`src/rtl/scc_pkg.sv`:
```
`default_nettype none

package scc_pkg;

  // Time constants in game milliseconds.
  localparam logic [27:0] MsPerDay  = 28'd86400000;
  localparam logic [11:0] MsScale   = 12'd3600;

  // Calendar limits and reset values.
  localparam logic [13:0] YearMax     = 14'd9999;
  localparam logic [26:0] TodReset    = 27'd86340000;
  localparam logic [15:0] SpeedReset  = 16'd60;
  localparam logic [4:0]  DayReset    = 5'd31;
  localparam logic [3:0]  MonthReset  = 4'd3;
  localparam logic [13:0] YearReset   = 14'd2021;
  localparam logic [6:0]  CentReset   = 7'd20;
  localparam logic [6:0]  YyReset     = 7'd21;
  localparam logic [2:0]  WeekdayReset = 3'd3;
  localparam logic [2:0]  WeekdayLast = 3'd7;
  localparam logic [3:0]  MonthLast   = 4'd12;
  localparam logic [3:0]  MonthFeb    = 4'd2;
  localparam logic [6:0]  YyLast      = 7'd99;

  // Number of compare-subtract steps that split the time of day into
  // five hour bits, six minute bits and six second bits.
  localparam int ConvSteps = 17;

  // Commands from the controller to the datapath.
  typedef struct packed {
    logic capture;
    logic start;
    logic div_step;
    logic add;
    logic cal;
    logic conv_step;
    logic load;
  } ctrl_cmd_t;

  // Status from the datapath to the controller.
  typedef struct packed {
    logic speed_zero;
    logic div_last;
    logic conv_last;
  } dp_status_t;

  // Weight subtracted at each conversion step, highest hour bit first.
  function automatic logic [26:0] conv_weight(input logic [4:0] idx);
    logic [26:0] w;
    case (idx)
      5'd0:    w = 27'd57600000;
      5'd1:    w = 27'd28800000;
      5'd2:    w = 27'd14400000;
      5'd3:    w = 27'd7200000;
      5'd4:    w = 27'd3600000;
      5'd5:    w = 27'd1920000;
      5'd6:    w = 27'd960000;
      5'd7:    w = 27'd480000;
      5'd8:    w = 27'd240000;
      5'd9:    w = 27'd120000;
      5'd10:   w = 27'd60000;
      5'd11:   w = 27'd32000;
      5'd12:   w = 27'd16000;
      5'd13:   w = 27'd8000;
      5'd14:   w = 27'd4000;
      5'd15:   w = 27'd2000;
      5'd16:   w = 27'd1000;
      default: w = 27'd0;
    endcase
    return w;
  endfunction

  // Length of a month, with February following the leap flag.
  function automatic logic [4:0] month_days(input logic [3:0] month, input logic leap);
    logic [4:0] d;
    case (month) inside
      MonthFeb:                    d = leap ? 5'd29 : 5'd28;
      4'd4, 4'd6, 4'd9, 4'd11:     d = 5'd30;
      default:                     d = 5'd31;
    endcase
    return d;
  endfunction

endpackage

`default_nettype wire

```
`src/rtl/scc_datapath.sv`:
```
`default_nettype none

module scc_datapath
  import scc_pkg::*;
#(
  parameter int DELTA_BITS = 16
) (
  input  wire logic                  clk,
  input  wire logic                  rst,
  input  wire logic                  cfg_we,
  input  wire logic [15:0]           cfg_wdata,
  input  wire logic [DELTA_BITS-1:0] delta_ms,
  input  wire ctrl_cmd_t             cmd,
  output dp_status_t                 status,
  output logic [4:0]                 hour,
  output logic [5:0]                 minute,
  output logic [5:0]                 second,
  output logic [4:0]                 day,
  output logic [3:0]                 month,
  output logic [13:0]                year,
  output logic [2:0]                 weekday,
  output logic                       day_rolled
);

  // The scaled numerator needs 12 bits for the scale and one for the carry.
  localparam int NUM_W = DELTA_BITS + 13;
  localparam int CNT_W = $clog2(NUM_W);
  localparam int CMP_W = (NUM_W > 28) ? NUM_W : 28;

  logic [15:0]           speed;
  logic [DELTA_BITS-1:0] delta_q;
  logic [NUM_W-1:0]      num;
  logic [15:0]           div_r;
  logic [CNT_W-1:0]      div_cnt;
  logic [15:0]           rem;
  logic [26:0]           tod;
  logic                  rolled;
  logic [4:0]            cur_day;
  logic [3:0]            cur_month;
  logic [13:0]           cur_year;
  logic [6:0]            cent;
  logic [6:0]            yy;
  logic [2:0]            cur_weekday;
  logic [26:0]           work;
  logic [4:0]            conv_cnt;
  logic [ConvSteps-1:0]  conv_bits;

  logic [16:0] r_shift;
  logic [16:0] r_diff;
  logic        r_ge;
  logic        clamp;
  logic [27:0] adv;
  logic [27:0] total;
  logic        total_wrap;
  logic [27:0] total_sub;
  logic        leap;
  logic [4:0]  dim;
  logic [26:0] weight;
  logic        w_ge;

  // Speed register; user writes only while the block is idle (unchecked).
  always_ff @(posedge clk) begin
    if (rst) begin
      speed <= SpeedReset;
    end else if (cfg_we) begin
      speed <= cfg_wdata;
    end
  end

  // One quotient bit per cycle of the restoring divider.
  assign r_shift = {div_r, num[NUM_W-1]};
  assign r_diff  = r_shift - {1'b0, speed};
  assign r_ge    = (r_shift >= {1'b0, speed});

  // Clamp the advance to one day and add it to the time of day.
  assign clamp      = (CMP_W'(num) > CMP_W'(MsPerDay));
  assign adv        = clamp ? MsPerDay : 28'(num);
  assign total      = {1'b0, tod} + adv;
  assign total_wrap = (total >= MsPerDay);
  assign total_sub  = total - MsPerDay;

  // Leap year from the two-digit year and the century.
  assign leap = ((yy[1:0] == 2'd0) && (yy != 7'd0)) ||
                ((yy == 7'd0) && (cent[1:0] == 2'd0));
  assign dim  = month_days(cur_month, leap);

  // Time-of-day split by compare-subtract against fixed weights.
  assign weight = conv_weight(conv_cnt);
  assign w_ge   = (work >= weight);

  assign status.speed_zero = (speed == 16'd0);
  assign status.div_last   = (div_cnt == '0);
  assign status.conv_last  = (conv_cnt == 5'(ConvSteps - 1));

  // Work registers of the divider and the conversion.
  always_ff @(posedge clk) begin
    if (cmd.capture) begin
      delta_q <= delta_ms;
    end
    if (cmd.start) begin
      num     <= NUM_W'(delta_q) * NUM_W'(MsScale) + NUM_W'(rem);
      div_r   <= 16'd0;
      div_cnt <= CNT_W'(NUM_W - 1);
    end else if (cmd.div_step) begin
      num     <= {num[NUM_W-2:0], r_ge};
      div_r   <= r_ge ? r_diff[15:0] : r_shift[15:0];
      div_cnt <= div_cnt - 1'b1;
    end
    if (cmd.cal) begin
      work     <= tod;
      conv_cnt <= 5'd0;
    end else if (cmd.conv_step) begin
      work      <= w_ge ? (work - weight) : work;
      conv_bits <= {conv_bits[ConvSteps-2:0], w_ge};
      conv_cnt  <= conv_cnt + 1'b1;
    end
  end

  // Clock and calendar state.
  always_ff @(posedge clk) begin
    if (rst) begin
      rem         <= 16'd0;
      tod         <= TodReset;
      rolled      <= 1'b0;
      cur_day     <= DayReset;
      cur_month   <= MonthReset;
      cur_year    <= YearReset;
      cent        <= CentReset;
      yy          <= YyReset;
      cur_weekday <= WeekdayReset;
    end else begin
      if (cmd.start) begin
        rolled <= 1'b0;
      end
      if (cmd.add) begin
        rem    <= div_r;
        tod    <= total_wrap ? total_sub[26:0] : total[26:0];
        rolled <= total_wrap;
      end
      // Advance the date by one day after a midnight crossing.
      if (cmd.cal && rolled) begin
        cur_weekday <= (cur_weekday >= WeekdayLast) ? 3'd1 : cur_weekday + 3'd1;
        if (cur_day >= dim) begin
          cur_day <= 5'd1;
          if (cur_month >= MonthLast) begin
            cur_month <= 4'd1;
            if (cur_year < YearMax) begin
              cur_year <= cur_year + 14'd1;
              if (yy == YyLast) begin
                yy   <= 7'd0;
                cent <= cent + 7'd1;
              end else begin
                yy <= yy + 7'd1;
              end
            end
          end else begin
            cur_month <= cur_month + 4'd1;
          end
        end else begin
          cur_day <= cur_day + 5'd1;
        end
      end
    end
  end

  // Output register, loaded when the result slot is free.
  always_ff @(posedge clk) begin
    if (cmd.load) begin
      hour       <= conv_bits[16:12];
      minute     <= conv_bits[11:6];
      second     <= conv_bits[5:0];
      day        <= cur_day;
      month      <= cur_month;
      year       <= cur_year;
      weekday    <= cur_weekday;
      day_rolled <= rolled;
    end
  end

`ifndef ASSERT_OFF
  a_rem_below_speed: assert property (@(posedge clk) disable iff (rst)
    cmd.add |=> (rem < speed))
    else $error("carried remainder not below speed");

  a_tod_in_day: assert property (@(posedge clk) disable iff (rst)
    {1'b0, tod} < MsPerDay)
    else $error("time of day out of range");

  a_date_valid: assert property (@(posedge clk) disable iff (rst)
    (cur_day != 5'd0) && (cur_month != 4'd0) && (cur_month <= MonthLast) &&
    (cur_weekday != 3'd0) && (cur_year <= YearMax))
    else $error("calendar state out of range");
`endif

endmodule

`default_nettype wire

```
`src/rtl/scc_ctrl.sv`:
```
`default_nettype none

module scc_ctrl
  import scc_pkg::*;
(
  input  wire logic       clk,
  input  wire logic       rst,
  input  wire logic       in_valid,
  output logic            in_ready,
  output logic            out_valid,
  input  wire logic       out_ready,
  input  wire dp_status_t status,
  output ctrl_cmd_t       cmd
);

  typedef enum logic [6:0] {
    StIdle = 7'b0000001,
    StMul  = 7'b0000010,
    StDiv  = 7'b0000100,
    StAdd  = 7'b0001000,
    StCal  = 7'b0010000,
    StConv = 7'b0100000,
    StLoad = 7'b1000000
  } state_t;

  state_t state;
  state_t state_next;

  assign in_ready = (state == StIdle);

  // Sequence one request through scale, divide, add, date and conversion.
  always_comb begin
    state_next = state;
    cmd        = '0;
    unique case (state)
      StIdle: begin
        if (in_valid) begin
          cmd.capture = 1'b1;
          state_next  = StMul;
        end
      end
      StMul: begin
        cmd.start  = 1'b1;
        state_next = status.speed_zero ? StCal : StDiv;
      end
      StDiv: begin
        cmd.div_step = 1'b1;
        if (status.div_last) begin
          state_next = StAdd;
        end
      end
      StAdd: begin
        cmd.add    = 1'b1;
        state_next = StCal;
      end
      StCal: begin
        cmd.cal    = 1'b1;
        state_next = StConv;
      end
      StConv: begin
        cmd.conv_step = 1'b1;
        if (status.conv_last) begin
          state_next = StLoad;
        end
      end
      StLoad: begin
        if (!out_valid || out_ready) begin
          cmd.load   = 1'b1;
          state_next = StIdle;
        end
      end
      default: begin
        state_next = StIdle;
      end
    endcase
  end

  always_ff @(posedge clk) begin
    if (rst) begin
      state <= StIdle;
    end else begin
      state <= state_next;
    end
  end

  // Result valid flag of the output register.
  always_ff @(posedge clk) begin
    if (rst) begin
      out_valid <= 1'b0;
    end else if (cmd.load) begin
      out_valid <= 1'b1;
    end else if (out_ready) begin
      out_valid <= 1'b0;
    end
  end

`ifndef ASSERT_OFF
  a_load_slot_free: assert property (@(posedge clk) disable iff (rst)
    cmd.load |-> (!out_valid || out_ready))
    else $error("result loaded over a waiting result");

  a_accept_starts: assert property (@(posedge clk) disable iff (rst)
    (in_valid && in_ready) |=> (state == StMul))
    else $error("accepted request did not start processing");

  a_idle_no_work: assert property (@(posedge clk) disable iff (rst)
    in_ready |-> !(cmd.div_step || cmd.add || cmd.cal || cmd.conv_step || cmd.load))
    else $error("datapath command while idle");
`endif

endmodule

`default_nettype wire

```
`src/rtl/scaled_calendar_clock.sv`:
```
// Scaled calendar clock.
//
// Input channel (in_valid/in_ready, delta_ms): each request is a tick that
// carries real milliseconds since the previous tick. Output channel
// (out_valid/out_ready): one result per tick with hour, minute, second,
// day, month, year, weekday and day_rolled. The user must write the speed
// register through cfg_we/cfg_wdata only while no request is in flight;
// the block itself does not enforce this. A speed of zero pauses time.
//
// One request is processed at a time: the next tick is accepted only after
// the result of the previous one is loaded into the output register. The
// serial restoring divider by the speed register produces one quotient bit
// per cycle over DELTA_BITS + 13 bits, and the time-of-day split into hours,
// minutes and seconds takes 17 compare-subtract steps. A paused tick skips
// the divider.
//
// The result sits in an output register, so a new tick is accepted while
// the previous result waits. If the receiver still stalls when the next
// result is ready, the block holds it and stops accepting ticks.
// Synchronous reset sets 23:59:00 on 31 March 2021, weekday 3, speed 60.

`default_nettype none

module scaled_calendar_clock
  import scc_pkg::*;
#(
  parameter int DELTA_BITS = 16
) (
  input  wire logic                  clk,
  input  wire logic                  rst,
  input  wire logic                  cfg_we,
  input  wire logic [15:0]           cfg_wdata,
  input  wire logic                  in_valid,
  output logic                       in_ready,
  input  wire logic [DELTA_BITS-1:0] delta_ms,
  output logic                       out_valid,
  input  wire logic                  out_ready,
  output logic [4:0]                 hour,
  output logic [5:0]                 minute,
  output logic [5:0]                 second,
  output logic [4:0]                 day,
  output logic [3:0]                 month,
  output logic [13:0]                year,
  output logic [2:0]                 weekday,
  output logic                       day_rolled
);

  ctrl_cmd_t  cmd;
  dp_status_t status;

  // Controller sequencing each request.
  scc_ctrl u_ctrl (
    .clk       (clk),
    .rst       (rst),
    .in_valid  (in_valid),
    .in_ready  (in_ready),
    .out_valid (out_valid),
    .out_ready (out_ready),
    .status    (status),
    .cmd       (cmd)
  );

  // Divider, clock, calendar and output register.
  scc_datapath #(
    .DELTA_BITS (DELTA_BITS)
  ) u_datapath (
    .clk        (clk),
    .rst        (rst),
    .cfg_we     (cfg_we),
    .cfg_wdata  (cfg_wdata),
    .delta_ms   (delta_ms),
    .cmd        (cmd),
    .status     (status),
    .hour       (hour),
    .minute     (minute),
    .second     (second),
    .day        (day),
    .month      (month),
    .year       (year),
    .weekday    (weekday),
    .day_rolled (day_rolled)
  );

endmodule

`default_nettype wire

```
`config.mk`:
```
export PLATFORM = sky130hd
export DESIGN_NAME = scaled_calendar_clock
export DESIGN_NICKNAME = d
export VERILOG_FILES = /design/src/rtl/scc_pkg.sv /design/src/rtl/scc_datapath.sv /design/src/rtl/scc_ctrl.sv /design/src/rtl/scaled_calendar_clock.sv
export SDC_FILE = /design/constraint.sdc
export NUM_CORES = 1
export LEC_CHECK = 0
export BUFFER_PORTS_ARGS = -buffer_cell sky130_fd_sc_hd__buf_2
export CAP_MARGIN = 25
export CORE_UTILIZATION = 47
export CTS_CLUSTER_DIAMETER = 120
export DETAILED_ROUTE_END_ITERATION = 8
export SYNTH_ARGS = -nofsm -noshare
export SYNTH_HDL_FRONTEND = slang
export SYNTH_SLANG_ARGS = --single-unit
export TNS_END_PERCENT = 20
```
`constraint.sdc`:
```
create_clock -name clk -period 6.1 [get_ports clk]
set_clock_uncertainty 0.05 [all_clocks]
set_input_delay 0.305 -clock clk [delete_from_list [all_inputs] [get_ports clk]]
set_output_delay 0.305 -clock clk [all_outputs]
set_load 0.01 [all_outputs]
```
### Yosys cells after proc, flatten, opt, wreduce, memory -nomap -nowiden

Memories as Yosys holds them, arrays and structs flattened. A register that Yosys moved wholly into a read port is not among the register bits.
Index checks and enable logic that the tools add are counted.

* bits in read-only memories: 736
* output and inout port bits: 46
* input bits: 37
* memories: 1
* logic and storage cells: 129
* bits in registers: 267

* equal/unequal tests: 18
* multiply operators: 1
* bitwise operators: 1
* $lt $le $gt $ge: 8
* mux-type cells: 36
* $add $sub $neg: 13
* reductions and logical operators: 24

Memories
* (no name shown): depth 32, width 23, read ports 1, clocked after memory_dff 1, write ports 0, line scc_pkg.sv:49 `case (idx)`

Operators with widths (number)
* two-way mux 27 bit: 4
* two-way mux 29 bit: 2
* case mux 7 bit (7 select lines): 1
* two-way mux 7 bit: 5
* adder 28 x 16 -> 29 bit: 1
* > comparator 29 x 27 -> 1 bit (second input constant): 1
* adder 27 x 28 -> 28 bit: 1
* greater-or-equal comparator 28 x 27 -> 1 bit (second input constant): 1
* two-way mux 28 bit: 1
* greater-or-equal comparator 27 bit: 1
* subtractor 27 bit: 1
* subtractor 27 bit (second input constant): 1
* two-way mux 5 bit: 5
* multiplier 16 x 8 -> 24 bit (second input constant): 1
* greater-or-equal comparator 17 x 16 -> 1 bit: 1
* logical NOT 16 bit: 1
* two-way mux 16 bit: 1
* subtractor 16 bit: 1
* two-way mux 1 bit: 15
* adder 14 x 1 -> 14 bit (second input constant): 1
* adder 7 x 1 -> 7 bit (second input constant): 2
* == test 7 bit (second input constant): 2
* < comparator 14 bit (second input constant): 1
* adder 5 x 1 -> 5 bit (second input constant): 2
* 33 further kinds: 48

### Logic depth before layout (Yosys ltp)

Gate-level depths: netlist of the first run.

* depth after elaboration: 7
* depth in mapped cells: 25
* gate-level depth less buffers: 23

### Hierarchy

Synthesis of the first run repeated with hierarchy kept, for this count alone.

* cell total of the unflattened synthesis: 1915
* area total of the unflattened synthesis: 18101.1 um^2

Modules (own cells, without submodules)
* scc_datapath: cells an instance 1851, area an instance 17580.6 um^2, seq. area each 6876.6 um^2, instances 1
* scc_ctrl: cells an instance 64, area an instance 520.5 um^2, seq. area each 160.2 um^2, instances 1

### Worst setup path before layout of the first run

Ideal clock, no wire load.

* path kind: flip-flop to flip-flop
* from: reg u_datapath.num[25]
* to: reg u_datapath.tod[25]
* data arrival time: 5146 ps
* setup slack: 778 ps
* path buffers: 4
* cell stages (with the launch flop): 22
* clock period less this slack: 5322 ps
* path through: edfxtp_1 -> nand4b_1 -> nor4b_1 -> o31ai_1 -> a31oi_1 -> clkbuf_1 -> nor2b_1 -> ha_1 -> buf_2 -> and4_1 -> nand2_1 -> a21oi_1 -> a2111oi_2 -> o41a_2 -> xnor2_1 -> or4b_1 -> a211o_1 -> and2_1 -> clkbuf_2 -> buf_2 -> nor4b_1 -> nor3_1

* word-level cells in the longest chain between the ends: 5
* elaborated cells between the ends (all ways): 6
* those cells by class: add/sub: 2; order compare: 2; mux: 2

RTL lines
* start, declared: line scc_datapath.sv:32 `logic [NUM_W-1:0] num;`
* start signal, assigned: line scc_datapath.sv:101 `num <= NUM_W'(delta_q) * NUM_W'(MsScale) + NUM_W'(rem);`
* start signal, assigned: line scc_datapath.sv:105 `num <= {num[NUM_W-2:0], r_ge};`
* > comparator 29 x 27 -> 1 bit: line scc_datapath.sv:76 `assign clamp = (CMP_W'(num) > CMP_W'(MsPerDay));`
* two-way mux 28 bit (*): line scc_datapath.sv:77 `assign adv = clamp ? MsPerDay : 28'(num);`
* adder 27 x 28 -> 28 bit (*): line scc_datapath.sv:78 `assign total = {1'b0, tod} + adv;`
* subtractor 27 bit / greater-or-equal comparator 28 x 27 -> 1 bit (equally long branches): line scc_datapath.sv:80, scc_datapath.sv:79
* two-way mux 27 bit (*): line scc_datapath.sv:137 `tod <= total_wrap ? total_sub[26:0] : total[26:0];`
* end signal, assigned: line scc_datapath.sv:123 `tod <= TodReset;`
* end signal, assigned: line scc_datapath.sv:137
* end, declared: line scc_datapath.sv:36 `logic [26:0] tod;`

Mark *: on every way between the ends. The rest lies on a longest branch, timed or not.
A chain may end at the register's enable or synchronous reset.

### Worst setup path in the final report of the first run

* from: reg u_datapath.num[12]
* to: reg u_datapath.tod[17]

Same word-level chain as after synthesis.

==> results of run 1 <==
-- metrics by stage --
| step | area (um2) | hold slack, ps | setup slack, ps |
|---|---|---|---|
| finish | 20450 | 91.80 | 363.8 |
| global route | 20450 | 136.6 | 24.72 |
| CTS | 20430 | 71.63 | 258.9 |
| detailed placement | 18990 | 372.4 | 264.0 |
| global placement | 18990 | 356.1 | 416.8 |
| floorplan | 18100 | 350.3 | 778.4 |
-- registers in the layout, summed over array words and instances, names as in the netlist, 6 cells and up --
name,cells
u_datapath.div_r,16
u_datapath.second,6
u_datapath.rem,16
u_datapath.year,14
u_datapath.cur_year,14
u_ctrl.state,7
u_datapath.weight,23
u_datapath.work,27
u_datapath.minute,6
u_datapath.speed,16
u_datapath.delta_q,16
u_datapath.yy,7
u_datapath.conv_bits,17
u_datapath.tod,27
u_datapath.num,29
-- per-layer routing --
layer	GRT usage	wire (um)	share of wire	up-vias
li1	-	-	-	7349
met1	0.2791	19090	0.45	6865
met2	0.3802	20240	0.48	331
met3	0.02725	1879	0.045	52
met4	0.05742	757	0.018	0
met5	0	0	0	-
-- report_power, final --
group          internal (mW)  total [mW]  switching, mW
Combinational           2.35        5.64           3.29
Clock                   1.23        2.01          0.775
Sequential              2.27        2.42          0.150
-- final timing paths --
path                                                    startpoint                               to  slack [ps]  cells past startpoint
worst max register to register        u_datapath.num[12]$_DFFE_PP_  u_datapath.tod[17]$_SDFFE_PP0P_         360                     21
worst min-delay path                                     out_ready    u_ctrl.out_valid$_SDFFE_PP0P_          90                      3
worst min register to register  u_datapath.conv_bits[16]$_DFFE_PP_     u_datapath.hour[4]$_DFFE_PP_         390                      0
worst max-delay path                  u_datapath.num[12]$_DFFE_PP_  u_datapath.tod[17]$_SDFFE_PP0P_         360                     21
-- cell type report --
class                           count  area [um2]
Fill cell                        3557       17300
Tap cell                          511       639.4
Multi-Input combinational cell   1476       10210
Inverter                          155       581.8
Sequential cell                   285        7037
Clock inverter                     10       101.3
Clock buffer                       52        1012
Timing Repair Buffer              131       873.3
-- timing repair --
action | in CTS | in global routing
buffers inserted | 0 | 1
resized for setup | 0 | 3
hold buffers | 33 | 0
hold endpoints to repair | 33 | 0
setup endpoints to repair | 0 | 11
-- cells in the final DEF (no fill, tap or decap), types with 14 or more instances in the layout --
cell type	netlist	layout
a21oi_1	141	141
xnor2_1	55	55
nor3_1	45	44
nand2_1	203	203
inv_1	154	154
and3_1	19	19
o21a_1	14	14
nor4_1	24	24
buf_4	0	15
fa_1	28	28
edfxtp_1	133	133
a21o_1	24	24
nand4_1	29	29
a211oi_1	19	18
buf_2	9	82
nor2_1	150	150
o31ai_1	16	16
dfxtp_1	152	152
o21ai_0	123	122
nand3_1	57	56
ha_1	163	163
o211ai_1	21	21
clkbuf_16	0	37
dlygate4sd3_1	0	33
mux2i_1	20	20
or2_2	19	19
nor2b_1	39	38
xor2_1	43	43
-- critical path: cells and delay by family, from the launching register on --
kind	cells	cell delay, ps
AO/OA/AOI/OAI	9	2190
AND/OR/NAND/NOR	7	2040
XOR/XNOR	1	160
flip-flops	1	400
buffers and inverters	2	240
adder cells (fa/ha/maj)	2	590
-- cells by family after synthesis --
kind of cell / count (synthesis)
adders and majority gates: 191
AOI/OAI and AO/OA: 492
DFF: 285
and+or+nand+nor: 671
xor gates and xnor gates: 98
buffers and inverters: 229
muxes: 24
==> impl_metrics.yaml, run 1 <==
drt:
  drc: 0
  first_iter_violations: 1063
  vias: 14597
  wl_per_cell_um: 16.02
  wirelength_um: 41970
  avgViaCountPerCell: 5.571
  ant_nets: 0
  firstDrtPassIters: 7
logic_synthesis:
  syn_area_per_cell_um2: 9.094
  synthMuxAreaShare: 0.01355
  synth_compound_area_frac: 0.1758
  syn_area_um2: 18100
  yosysTopAreaCellShare: 0.2207
  synth_edf_count: 133
  synth_fp_nets: 2218
  synthFlopType: "dfxtp_1"
  ys_top_cells_by_count: "203 x nand2_1, 163 x ha_1, 154 x inv_1, 152 x dfxtp_1, 150 x nor2_1"
  synth_xor_area_frac: 0.04743
  synth_top_cell_by_area: "edfxtp_1"
  synth_top_family_by_area: "simple AND/OR/NAND/NOR gates"
  synthAdderAreaFrac: 0.1437
  yosysWarnings: 0
  syn_inst: 1990
  netlist-cell-type-count: 87
  ys_ff_latch: 285
  synth-simple-area-share: 0.1817
  yosysMostFrequentCell: "nand2_1"
  synthArstFlopShare: 0
  ys_seq_area_frac: 0.3888
  synthTopCellsByArea: "edfxtp_1 22%, dfxtp_1 17%, ha_1 11%"
die:
  fp.dieH_um: 198.2
  design.die.area_um2: 39290
  die_w_um: 198.2
  core_um2: 37760
  row_count: 71
  io_pins: 83
  initial_core_util: 0.4793
cts:
  cts_root_buffer: "clkbuf_16"
  cts_tree: "yes"
  clk_pin_slew_ps: 60
  cts_made_buffers: 34
  cts-htree-levels: 2
  cts.path.max_buffers: 3
  clock-sinks: 285
  clk-insertion-delay-late_ps: 530
timing:
  min_period_ps: 5736
  rsz0062_at_grt: "false"
  fmax_ghz: 0.1743
  tns_ps: 0
  relSlewSlack: 0.3283
  setup_viol: 0
  min_period_over_period: 0.9404
  slew_violations: 0
  hold_viol_final: 0
  worstMarginPinSlew_ps: 1004
worst_hold_path:
  hold_class: "in -> reg"
cells_and_area:
  final_util: 0.5417
  diodes: 0
  fin_cells: 2620
  drive_gt1_frac: 0.09009
  nets: 2311
  area_growth_pct: 13.01
grt:
  grt_pass1_wl_um: 68950
  antenna_found_initial: 0
  grt_max_degree: 68
  grt_overflow_total: 0
  grt_use_total: 0.2167
  grt_pass1_vias: 13918
power:
  p_leak_nw: 8.498
  power.density_nw_per_um2: 492.0
  total_power_mw: 10.06
  worst_ir_drop_vdd_uv: 481.9
setup_path:
  crit_chain: "and3_1, o21ai_0, a21oi_1, o31ai_1, a31oi_1, buf_12, nor2b_1, ha_1, inv_1, fa_1, and2b_1, o211ai_2, a211oi_4, a2111oi_2, o41a_2, xnor2_1, or4b_1, a211o_1, and2_2, or4_1, nand3_1"
  crit_path_max_incr_delay_ps: 540
  worstPathMaxFanout: 27
  end_kind: "flop"
  crit_path_start_kind: "flop"
  crit_slowest_cell: "or4b_1"
  cp.required_ps: 6520
  crit_type: "reg -> reg"
  cp.arrival_ps: 6160
place:
  dp.cells: 2524
  place_hpwl_um: 31400
  port_buffers: 82
  finalWeightedCongestion: 0.8922
status:
  status: "complete, no violations"
flow_run:
  drv_cap: 0
No activity file was read; power rests on OpenSTA's default activity.
==> inputs of run 2 (changes only) <==
--- a/config.mk
+++ b/config.mk
@@ -7,7 +7,7 @@
 export LEC_CHECK = 0
 export BUFFER_PORTS_ARGS = -buffer_cell sky130_fd_sc_hd__buf_2
 export CAP_MARGIN = 25
-export CORE_UTILIZATION = 47
+export CORE_UTILIZATION = 25
 export CTS_CLUSTER_DIAMETER = 120
 export DETAILED_ROUTE_END_ITERATION = 8
 export SYNTH_ARGS = -nofsm -noshare
==> run 2 against run 1 <==
Critical path depth is 2 lower. Clock-buffer cell count is 16 lower. Wire length is 0.68% higher. Utilization is 25 points lower. Clock power hardly changed. Cell area is 3.0% higher. Global-route usage is 10 points lower. Combinational power hardly changed. Via count is 1.9% lower. Largest cell class unchanged. Hold slack worse by 33 ps. Cell count is 17% higher. Maximum frequency is 0.12% lower.
==> impl_metrics.yaml, run 2 (synthesis results as in run 1) <==
setup_path:
  crit_path_max_incr_delay_ps: 560
  r2r_start: "u_datapath.num[25]$_DFFE_PP_"
  cp.arrival_ps: 6220
  worstPathMaxFanout: 15
  end_kind: "flop"
  r2r_end: "u_datapath.tod[17]$_SDFFE_PP0P_"
  crit_slowest_cell: "or4_1"
  cp.required_ps: 6570
  crit_type: "reg -> reg"
  r2r_setup_slack_ps: 360
  crit_path_start_kind: "flop"
  reg2reg_depth: 19
  crit_chain: "nand4b_1, nor4b_2, and4b_1, a31oi_4, nor2b_1, ha_1, inv_1, fa_1, and2b_1, o211ai_2, a211oi_4, a2111oi_2, o41a_2, xnor2_1, or4b_1, a211o_1, and2_1, or4_1, nand3_1"
cells_and_area:
  final_common_cell: "nand2_1"
  diodes: 0
  fill_cells: 7630
  mostFrequentLayoutCells: "203 x nand2_1, 163 x ha_1, 154 x inv_1, 152 x dfxtp_1, 150 x nor2_1"
  nets: 2315
  fin_cells: 3061
  register_area_um2: 7037
  largest_register_ffs: 29
  area_growth_pct: 16.39
  top_register: "u_datapath.num"
  final_util: 0.2941
  reg_top3: "u_datapath.num: 29 flops, u_datapath.tod: 27 flops, u_datapath.work: 27 flops"
  drive_gt1_frac: 0.09569
  multiInputGateArea_um2: 10240
place:
  place_hpwl_um: 31610
  port_buffers: 82
  dp.cells: 2966
  finalWeightedCongestion: 0.8816
timing:
  hold_viol_final: 0
  slew_violations: 0
  holdWs_ps: 58.63
  tns_ps: 0
  relSlewSlack: 0.3601
  rsz0062_at_grt: "false"
  fmax_ghz: 0.1741
  setup_viol: 0
  worstMarginPinSlew_ps: 958.2
  min_period_ps: 5743
  min_period_over_period: 0.9415
worst_hold_path:
  min_to: "u_ctrl.out_valid$_SDFFE_PP0P_"
  min_path_cells: 3
  hold_class: "in -> reg"
  hp-start: "out_ready"
drt:
  first_iter_violations: 888
  vias: 14318
  firstDrtPassIters: 5
  drc: 0
  avgViaCountPerCell: 4.678
  wirelength_um: 42260
  wl_per_cell_um: 13.80
  ant_nets: 0
die:
  initial_core_util: 0.2527
  fp.dieH_um: 271.1
  die_w_um: 271.1
  io_pins: 83
  row_count: 98
  core_um2: 71610
  design.die.area_um2: 73470
power:
  total_power_mw: 10.06
  power.density_nw_per_um2: 477.4
  p_leak_nw: 8.516
  worst_ir_drop_vdd_uv: 403.5
grt:
  antenna_found_initial: 0
  grt_overflow_total: 0
  grt_use_total: 0.1133
  grt_max_degree: 62
  grt_pass1_vias: 13535
  grt_pass1_wl_um: 69770
cts:
  clk_pin_slew_ps: 70
  cts-htree-levels: 1
  cts_root_buffer: "clkbuf_16"
  clock-sinks: 285
  cts.path.max_buffers: 3
  cts_tree: "yes"
  cts_made_buffers: 30
  clk-insertion-delay-late_ps: 590
flow_run:
  drv_cap: 0
status:
  status: "complete, no violations"
## run 2: power by group
| group | switching (mW) | internal, mW |
|---|---|---|
| clock network | 0.824 | 1.20 |
| registers | 0.152 | 2.26 |
| logic | 3.26 | 2.36 |
| total | 4.23 | 5.82 |
## run 2: worst max-delay path, delay by kind of cell, from the launching register on
family                     cells  cell delay, ps
AOI/OAI and AO/OA              6            1550
xor gates and xnor gates       1             170
adders and majority gates      2             600
buffers and inverters          1              70
DFF                            1             420
and+or+nand+nor                9            2830
## run 2: cell type report
class                      count  share of cell area
clock buffer                  36             0.03820
clock inverter                20             0.01283
inverter                     155             0.02762
multi-input combinational   1476              0.4860
sequential                   285              0.3341
tap                          950             0.05643
timing repair buffer         139             0.04479
## run 2: through the flow
step                      setup WS [ps]  area [um2]
after floorplan                   778.4       18100
after global routing              79.79       21060
after CTS                         131.1       20970
after global placement            288.8       19550
final                             356.8       21060
after detailed placement          162.1       19550
## run 2: metal layers
layer	GRT usage	routed length (um)	up-vias
met5	0	0	-
met4	0.02304	756	0
met3	0.01527	1743	50
met2	0.1836	18720	265
met1	0.1595	21040	6666
li1	-	-	7337
## run 2: how the worst max path moves through the flow
stage / from / to / cells past startpoint
2_1_floorplan: u_datapath.num[25]$_DFFE_PP_ / u_datapath.tod[25]$_SDFFE_PP0P_ / 21
3_3_place_gp: u_datapath.num[25]$_DFFE_PP_ / u_datapath.tod[17]$_SDFFE_PP0P_ / 21
3_5_place_dp: u_datapath.num[25]$_DFFE_PP_ / u_datapath.tod[17]$_SDFFE_PP0P_ / 21
4_1_cts: u_datapath.num[25]$_DFFE_PP_ / u_datapath.tod[17]$_SDFFE_PP0P_ / 21
5_1_grt: u_datapath.num[12]$_DFFE_PP_ / u_datapath.tod[17]$_SDFFE_PP0P_ / 20
6_report: u_datapath.num[25]$_DFFE_PP_ / u_datapath.tod[17]$_SDFFE_PP0P_ / 19
## run 2: what timing repair did
action	4_1_cts	5_1_grt
gates resized for setup	0	6
buffers inserted	0	4
endpoints found under the setup margin	0	18
hold buffers	34	0
endpoints found under the hold margin	40	0
==> inputs of run 3 (changes only) <==
--- a/config.mk
+++ b/config.mk
@@ -7,9 +7,11 @@
 export LEC_CHECK = 0
 export BUFFER_PORTS_ARGS = -buffer_cell sky130_fd_sc_hd__buf_2
 export CAP_MARGIN = 25
-export CORE_UTILIZATION = 25
+export CORE_UTILIZATION = 63
 export CTS_CLUSTER_DIAMETER = 120
 export DETAILED_ROUTE_END_ITERATION = 8
+export HOLD_SLACK_MARGIN = 0.06
+export PLACE_DENSITY = 0.81
 export SYNTH_ARGS = -nofsm -noshare
 export SYNTH_HDL_FRONTEND = slang
 export SYNTH_SLANG_ARGS = --single-unit
==> run 3 against run 2 <==
Sequential share of layout area up 1.3 points. Combinational power up 2%. Sequential cell count unchanged. Critical path depth unchanged. Maximum frequency up 0.88%. Wire length down 0.68%. Hold slack better by 150 ps. Non-clock buffer count down 6. First-iteration DRC count up 39%. Via count up 5.3%. Utilization up 43 points. Global-route usage up 18 points. Highest routed layer unchanged.
==> impl_metrics.yaml, run 3 (synthesis results as in run 1) <==
cells_and_area:
  drive_gt1_frac: 0.09311
  top_register: "u_datapath.num"
  area_growth_pct: 11.88
  mostFrequentLayoutCells: "203 x nand2_1, 163 x ha_1, 154 x inv_1, 152 x dfxtp_1, 150 x nor2_1"
  diodes: 0
  final_cell_area_um2: 20250
  nets: 2309
  final_common_cell: "nand2_1"
  fill_cells: 2083
  final_util: 0.7229
  register_area_um2: 7037
  multiInputGateArea_um2: 10230
  reg_top3: "u_datapath.num: 29 flops, u_datapath.tod: 27 flops, u_datapath.work: 27 flops"
  largest_register_ffs: 29
place:
  placed_area_um2: 18850
  finalWeightedCongestion: 0.9614
  place_hpwl_um: 30830
  port_buffers: 82
  dp_slack_ps: 282.7
setup_path:
  end_kind: "flop"
  crit_type: "reg -> reg"
  cp.required_ps: 6510
  crit_path_start_kind: "flop"
  r2r_setup_slack_ps: 410
  cp.arrival_ps: 6110
  worstPathMaxFanout: 15
power:
  power.density_nw_per_um2: 493.5
  p_leak_nw: 8.474
  p_sw_mw: 4.254
  p_clk_frac: 0.185
  worst_ir_drop_vdd_uv: 745.3
  swShare: 0.4257
  power.share.sequential: 0.242
  intPower_mw: 5.738
  p_comb_frac: 0.572
drt:
  first_iter_violations: 1231
  firstDrtPassIters: 6
  ant_nets: 0
  vias: 15077
  wirelength_um: 41970
  wl_per_cell_um: 16.90
  avgViaCountPerCell: 6.072
  drc: 0
grt:
  grt_pass1_wl_um: 69070
  grt_use_total: 0.2900
  use_met1: 0.3530
  antenna_found_initial: 0
  grt_pass1_vias: 14564
  met2_usage: 0.5078
  grt_overflow_total: 0
  met3_usage: 0.04096
  busiest_layer: "met2"
  grt_max_degree: 68
cts:
  clk_pin_slew_ps: 70
  cts_setup_buffers: 0
  clock-sinks: 285
  cts.path.max_buffers: 3
  cts_root_buffer: "clkbuf_16"
  cts-htree-levels: 1
  cts_made_buffers: 30
  cts_tree: "yes"
  clk-insertion-delay-late_ps: 560
die:
  initial_core_util: 0.6461
  core_um2: 28010
  row_count: 61
  io_pins: 83
  die_w_um: 171.5
  fp.dieH_um: 171.5
  design.die.area_um2: 29410
timing:
  setup_viol: 0
  worstMarginPinSlew_ps: 969.7
  rsz0062_at_grt: "false"
  relSlewSlack: 0.3512
  fin_ws_ps: 406.8
  hold_viol_final: 0
  tns_ps: 0
  slew_violations: 0
  min_period_ps: 5693
  min_period_over_period: 0.9333
  fmax_ghz: 0.1756
worst_hold_path:
  hold_class: "in -> reg"
flow_run:
  drv_cap: 0
status:
  status: "complete, no violations"
-- run 3: cell count changes in the layout (fill, tap and decap cells not counted), moves of 2 or more --
cell / previous run / this run
buf_4: 22 / 15
clkbuf_1: 4 / 10
clkinv_1: 6 / 1
bufinv_16: 6 / 2
clkbuf_16: 31 / 33
clkbuf_8: 1 / 3
clkinvlp_4: 3 / 1
-- run 3: cell type report --
type / instances / share of cell area
Clock buffer: 46 / 0.04468
Clock inverter: 10 / 0.005623
Inverter: 155 / 0.02873
Multi-Input combinational cell: 1476 / 0.5053
Sequential cell: 285 / 0.3475
Tap cell: 378 / 0.02336
Timing Repair Buffer: 133 / 0.04474
-- run 3: stage by stage --
step / hold slack, ps / cells / total power, mW
3_5_place_dp: 360.4 / 2393 / 8.040
3_3_place_gp: 355.1 / 2391 / 7.867
5_1_grt: 227.7 / 2483 / 10.88
4_1_cts: 196.5 / 2483 / 9.947
2_1_floorplan: 350.3 / 1990 / 6.923
6_report: 205.9 / 2483 / 9.992
-- run 3: routing by layer --
layer  wire length [um]  vias to the layer above
met3               2272                      134
met5                  0                        -
met2              20290                      532
li1                   -                     7343
met4               1847                        0
met1              17560                     7068
-- run 3: final timing paths --
check / from / endpoint / depth (start not counted)
min reg2reg: u_datapath.conv_bits[16]$_DFFE_PP_ / u_datapath.hour[4]$_DFFE_PP_ / 0
max reg2reg: u_datapath.num[25]$_DFFE_PP_ / u_datapath.tod[21]$_SDFFE_PP1P_ / 19
max: u_datapath.num[25]$_DFFE_PP_ / u_datapath.tod[21]$_SDFFE_PP1P_ / 19
min: cfg_we / u_datapath.speed[2]$_SDFFE_PP1P_ / 3
-- run 3: timing repair --
action | CTS | global route
hold buffers | 34 | 0
hold endpoints to repair | 34 | 0
endpoints found under the setup margin | 0 | 14
resized for setup | 0 | 8
-- run 3: power groups by stage --
stage / Sequential, mW / Clock, mW / Combinational [mW]
final: 2.42 / 1.85 / 5.72
after global routing: 2.45 / 1.95 / 6.48
after CTS: 2.42 / 1.87 / 5.66
after detailed placement: 2.46 / 0 / 5.58
after global placement: 2.45 / 0 / 5.42
after floorplan: 2.41 / 0 / 4.51
-- run 3: critical path, cell delays in order (launching register included) --
cell	delay, ps
edfxtp_1	420
nand4b_1	200
nor4b_1	390
o31ai_1	160
a31oi_2	360
buf_4	230
nor2b_1	60
ha_1	380
a21o_1	230
nor3_2	220
a211oi_4	120
buf_4	180
a2111oi_2	470
nor4_1	110
or3b_1	460
a211o_1	320
a31oi_1	290
nand2_1	410
and4_1	320
nor3_1	220
